`config.mk`:
```
export PLATFORM = sky130hd
export DESIGN_NAME = fac_plane_cell
export DESIGN_NICKNAME = d
export VERILOG_FILES = /design/src/fac_pkg.sv /design/src/fac_plane_cell.sv
export SDC_FILE = /design/constraint.sdc
export NUM_CORES = 2
export LEC_CHECK = 0
export BUFFER_PORTS_ARGS = -buffer_cell sky130_fd_sc_hd__clkbuf_2
export CAP_MARGIN = 5
export CORE_MARGIN = 10
export CORE_UTILIZATION = 63
export DETAILED_ROUTE_END_ITERATION = 10
export HOLD_SLACK_MARGIN = 0.03
export PLACE_DENSITY = 0.86
export SLEW_MARGIN = 20
export SYNTH_ARGS = -nofsm -noshare
export SYNTH_HDL_FRONTEND = slang
export SYNTH_SLANG_ARGS = --single-unit
```
`constraint.sdc`:
```
create_clock -name clk_i -period 10.45 [get_ports clk_i]
set_clock_uncertainty 0.2 [all_clocks]
set_input_delay 1.045 -clock clk_i [delete_from_list [all_inputs] [get_ports clk_i]]
set_output_delay 1.045 -clock clk_i [all_outputs]
set_load 0.01 [all_outputs]
```
`src/fac_pkg.sv`:
```
// Shared types and constants for the frustum box cull unit.
// Used by fac_plane_cell and frustum_aabb_cull_unit; depends on nothing.
`timescale 1ns / 1ps
`default_nettype none

package fac_pkg;

  // Number of plane cells in the chain, and how many of them have a register.
  localparam int unsigned NUM_PLANES = 6;
  localparam int unsigned PLANE_REGS = 6;

  // Field widths.
  localparam int unsigned COORD_W  = 16;
  localparam int unsigned PLANE_W  = 64;
  localparam int unsigned CFG_IDX_W = 3;
  localparam int unsigned PROD_W   = 2 * COORD_W;
  localparam int unsigned SUM_W    = PROD_W + 2;
  localparam int unsigned D_SHIFT  = 13;

  // Pipeline capacity: two stages per cell plus the output register.
  localparam int unsigned PIPE_CAP = 2 * NUM_PLANES + 1;
  localparam int unsigned CNT_W    = $clog2(PIPE_CAP + 1);

  // One box as it travels down the chain.
  typedef struct packed {
    logic signed [COORD_W-1:0] min_x;
    logic signed [COORD_W-1:0] min_y;
    logic signed [COORD_W-1:0] min_z;
    logic signed [COORD_W-1:0] max_x;
    logic signed [COORD_W-1:0] max_y;
    logic signed [COORD_W-1:0] max_z;
  } box_t;

  // Word handed from one cell to the next: the box and the running reject flag.
  typedef struct packed {
    box_t box;
    logic reject;
  } link_t;

endpackage

`default_nettype wire

```
`src/fac_plane_cell.sv`:
```
// One cell of the cull chain: holds one plane and tests each passing box.
// Depends on fac_pkg for the link word and widths.
`timescale 1ns / 1ps
`default_nettype none

module fac_plane_cell (
  input  wire logic                        clk_i,
  input  wire logic                        rst_ni,
  input  wire logic                        plane_we_i,
  input  wire logic [fac_pkg::PLANE_W-1:0] plane_data_i,
  input  wire logic                        up_valid_i,
  input  wire fac_pkg::link_t              up_link_i,
  output logic                             up_ready_o,
  output logic                             dn_valid_o,
  output fac_pkg::link_t                   dn_link_o,
  input  wire logic                        dn_ready_i
);

  localparam int unsigned CW = fac_pkg::COORD_W;
  localparam int unsigned PW = fac_pkg::PROD_W;
  localparam int unsigned SW = fac_pkg::SUM_W;

  // Plane register: a, b, c in Q2.13 and d as an integer, low to high.
  logic [fac_pkg::PLANE_W-1:0] plane_q;

  always_ff @(posedge clk_i or negedge rst_ni) begin
    if (!rst_ni) begin
      plane_q <= '0;
    end else if (plane_we_i) begin
      plane_q <= plane_data_i;
    end
  end

  logic signed [CW-1:0] coef_a, coef_b, coef_c, coef_d;
  assign coef_a = plane_q[CW-1:0];
  assign coef_b = plane_q[2*CW-1:CW];
  assign coef_c = plane_q[3*CW-1:2*CW];
  assign coef_d = plane_q[4*CW-1:3*CW];

  // Pick the coordinate that maximizes coef * coord on one axis.
  function automatic logic signed [CW-1:0] pick_far(
    input logic signed [CW-1:0] coef,
    input logic signed [CW-1:0] lo,
    input logic signed [CW-1:0] hi
  );
    logic lo_bigger;
    lo_bigger = (lo > hi);
    if (coef[CW-1]) begin
      pick_far = lo_bigger ? hi : lo;
    end else begin
      pick_far = lo_bigger ? lo : hi;
    end
  endfunction

  // Stage A: choose the farthest corner and form the three products.
  logic signed [CW-1:0] sel_x, sel_y, sel_z;
  logic signed [PW-1:0] prod_x_d, prod_y_d, prod_z_d;

  always_comb begin
    sel_x    = pick_far(coef_a, up_link_i.box.min_x, up_link_i.box.max_x);
    sel_y    = pick_far(coef_b, up_link_i.box.min_y, up_link_i.box.max_y);
    sel_z    = pick_far(coef_c, up_link_i.box.min_z, up_link_i.box.max_z);
    prod_x_d = PW'(coef_a) * PW'(sel_x);
    prod_y_d = PW'(coef_b) * PW'(sel_y);
    prod_z_d = PW'(coef_c) * PW'(sel_z);
  end

  logic                 valid_a_q, valid_b_q;
  logic                 ready_a, ready_b;
  fac_pkg::link_t       link_a_q, link_b_q;
  logic signed [PW-1:0] prod_x_q, prod_y_q, prod_z_q;
  logic signed [CW-1:0] d_q;

  // A stage takes a new word when it is empty or its word moves on.
  assign ready_b    = !valid_b_q || dn_ready_i;
  assign ready_a    = !valid_a_q || ready_b;
  assign up_ready_o = ready_a;

  always_ff @(posedge clk_i or negedge rst_ni) begin
    if (!rst_ni) begin
      valid_a_q <= 1'b0;
      valid_b_q <= 1'b0;
    end else begin
      if (ready_a) begin
        valid_a_q <= up_valid_i;
      end
      if (ready_b) begin
        valid_b_q <= valid_a_q;
      end
    end
  end

  always_ff @(posedge clk_i) begin
    if (ready_a && up_valid_i) begin
      link_a_q <= up_link_i;
      prod_x_q <= prod_x_d;
      prod_y_q <= prod_y_d;
      prod_z_q <= prod_z_d;
      d_q      <= coef_d;
    end
  end

  // Stage B: the distance at the farthest corner; negative means the box is behind.
  logic signed [SW-1:0] dist_max;
  logic                 behind;

  always_comb begin
    dist_max = SW'(prod_x_q) + SW'(prod_y_q) + SW'(prod_z_q)
             + (SW'(d_q) <<< fac_pkg::D_SHIFT);
    behind   = dist_max[SW-1];
  end

  always_ff @(posedge clk_i) begin
    if (ready_b && valid_a_q) begin
      link_b_q.box    <= link_a_q.box;
      link_b_q.reject <= link_a_q.reject | behind;
    end
  end

  assign dn_valid_o = valid_b_q;
  assign dn_link_o  = link_b_q;

endmodule

`default_nettype wire
```
==> impl_metrics.yaml <==
cells_and_area:
  nets: 6667
  drive_above_1_share: 0.138
  final_cell_mix: "938 x inv_1, 837 x fa_1, 409 x nand3_1"
  n_fill_cell: 5796
  area_growth_pct: 8.00
  final_common_cell: "inv_1"
timing:
  fmax_mhz: 101
  tns_ps: 0
  period_share: 0.946
  maxSlewViolCount: 0
  min_period_ps: 9880
  finalSetupViolations: 0
  hold_violations: 0
  worst_slew_pin_slew_ps: 1330
  rsz0062_at_grt: "false"
  relSlewSlack: 0.110
floorplanning:
  start_util: 0.635
  die_h_microns: 307
  dieArea_sq_mm: 0.0945
  die_w_microns: 307
  ios: 265
  rows: 105
  core_sq_mm: 0.0820
yosys:
  synth_edf_count: 306
  synth_cell_types: 84
  synthFlopType: "edfxtp_1"
  synth-seq-cells: 372
  syn-mean-instance-area_sq_um: 10.0
  syn-num-nets: 6541
  netlist_instances: 5202
  synth_seq_area_share: 0.208
  yosysWarningCount: 0
  netlist_area_sq_mm: 0.0521
  async_reset_ff_frac: 0.177
clock_network:
  cts_root_buffer: "clkbuf_16"
  cts_tree: "done"
  htreeDepth: 2
  cts_buffers: 42
  post_cts_buffers: 0
  clockBufferDepth: 3
  cts_hold_buffers: 0
  clk_pin_slew_ps: 60
  clock_sink_count: 372
  clock_latency_ps: 600
  cts_resized: 0
drt:
  drt_iter0_drc: 5847
  via_count: 41387
  detail-route-antenna-nets: 0
  firstDrtPassIters: 11
  route.detailed.drc: 0
  finalWirelength_microns: 154000
  wl_per_cell_microns: 23.9
  routed_via_density: 6.43
global_route:
  antenna_found_initial: 3
  gr-total-overflow: 0
  grt_pass1_vias: 42479
  grt_usage: 0.326
  grt_pass1_wl_microns: 241000
  grt_start_max_net_pins: 176
placed_design:
  globalplace.congestion: 0.978
  portBuffers: 264
  dp_hpwl_microns: 116000
setup_path:
  critPathMaxFanout: 9
  start_kind: "primary input"
  end_kind: "flop"
  cp.arrival_ps: 10010
  worstPathRequired_ps: 10580
  path_class: "primary input to flop"
outcome:
  status: "completed"
hold_path:
  hp-class: "primary input to asynchronous set/reset pin"
job:
  cap_violations: 0
## state kept, by name (all words and copies together), names as in the netlist
name,cells
dn_link_o,97
link_a_q,97
prod_x_q,32
dn_valid_o,1
plane_q,64
valid_a_q,1
prod_y_q,32
prod_z_q,32
d_q,16
## layout make-up
class                   instances  area (sq um)  share of cell area
inverters                     938          3520              0.0626
clock buffers                  53          1140              0.0203
multi-input cells            3527         36200               0.645
diodes                          2          5.00           0.0000890
clock inverters                25           330             0.00587
repair buffers                447          2800              0.0498
flip-flops and latches        372         10800               0.193
well taps                    1070          1340              0.0238
## path summary, 6_finish.rpt
path	from	to	slack (ps)	depth (start not counted)
worst max register to register	plane_q[15]	prod_x_q[31]	1400	29
worst max-delay path	up_link_i[48]	prod_x_q[31]	570	28
worst min register to register	link_a_q[47]	dn_link_o[47]	210	0
max in group asynchronous	rst_ni	plane_q[25]	8780	2
worst min-delay path	rst_ni	plane_q[0]	210	1
min in group clk_i	link_a_q[47]	dn_link_o[47]	210	0
## routing by layer
metal  global-route usage  vias to the layer above  part of all wire
met5                    0                        -          0.000085
met4                0.160                        2             0.063
met3               0.0951                      758              0.13
met2                0.520                     2859              0.46
met1                0.406                    20298              0.35
li1                     -                    17470                 -
## worst max-delay path, stage by stage
cell and delay, ps:
clkbuf_2 160, inv_1 60, ha_1 440, nand4_2 130, or2_4 290, a21o_1 270
and2_1 230, o211ai_1 950, mux2i_1 480, nor2b_1 170, fa_1 680, fa_1 900
fa_1 530, fa_1 500, fa_1 510, inv_1 60, fa_1 480, inv_1 50
ha_1 330, a21o_1 190, a21oi_1 180, o21ai_0 130, a21o_1 250, o41ai_1 320
buf_4 200, o2111ai_1 140, a21oi_1 210, xnor2_1 100
## metrics by stage
step	setup WS (ps)	area, sq um	cells	hold WS (ps)	util
2_1_floorplan	780	52100	5202	200	-
3_3_place_gp	469	54700	6354	200	0.668
3_5_place_dp	205	54700	6354	205	0.668
4_1_cts	748	56200	6432	203	0.686
5_1_grt	246	56200	6434	211	0.686
6_report	565	56200	6434	210	0.686
## cells by family (layout without fill, tap and decap cells)
group,count (synthesis),in the layout,share of synthesized area
and+or+nand+nor,1297,1297,0.131
adders and majority gates,1173,1173,0.403
AOI/OAI and AO/OA,839,839,0.119
buffers and inverters,1303,1463,0.0960
other,0,2,0
xor gates and xnor gates,110,110,0.0185
muxes,108,108,0.0244
DFF,372,372,0.208
## synth_stat cells, types with 4 or more instances
| library cell | count | area share |
|---|---|---|
| buf_2 | 12 | 0.0012 |
| a311oi_1 | 45 | 0.0076 |
| buf_6 | 8 | 0.0017 |
| a211oi_1 | 12 | 0.0017 |
| and2_1 | 140 | 0.017 |
| or2_2 | 5 | 0.00060 |
| nor2_1 | 68 | 0.0049 |
| edfxtp_1 | 306 | 0.18 |
| buf_4 | 5 | 0.00072 |
| o21ai_1 | 14 | 0.0013 |
| a31o_2 | 9 | 0.0015 |
| xor2_1 | 21 | 0.0035 |
| nand3_1 | 409 | 0.039 |
| ha_1 | 336 | 0.081 |
| xnor2_1 | 89 | 0.015 |
| clkbuf_1 | 298 | 0.021 |
| o21a_1 | 19 | 0.0027 |
| mux2_4 | 6 | 0.0017 |
| a21oi_1 | 152 | 0.015 |
| buf_1 | 41 | 0.0030 |
| nor3_1 | 11 | 0.0011 |
| nand2b_1 | 35 | 0.0042 |
| dfrtp_1 | 66 | 0.032 |
| or3_1 | 4 | 0.00048 |
| and3_1 | 63 | 0.0076 |
| mux2i_4 | 4 | 0.0017 |
| a21bo_2 | 104 | 0.020 |
| o21bai_1 | 17 | 0.0025 |
| a21boi_0 | 127 | 0.018 |
| and2b_1 | 8 | 0.0012 |
| fa_1 | 837 | 0.32 |
| nand4_1 | 132 | 0.016 |
| nand2_1 | 265 | 0.019 |
| mux2_2 | 76 | 0.016 |
| inv_1 | 938 | 0.068 |
| nor2b_1 | 133 | 0.016 |
| o211ai_1 | 180 | 0.026 |
| nor4_1 | 4 | 0.00048 |
| o21ai_0 | 45 | 0.0043 |
| o22ai_1 | 4 | 0.00048 |
| a21o_1 | 57 | 0.0082 |
| a31oi_1 | 17 | 0.0020 |
| mux2i_1 | 21 | 0.0040 |
Power is left out: the tool's default activity adds up to more than one toggle a clock period on the data nets, which glitch-free logic cannot reach.
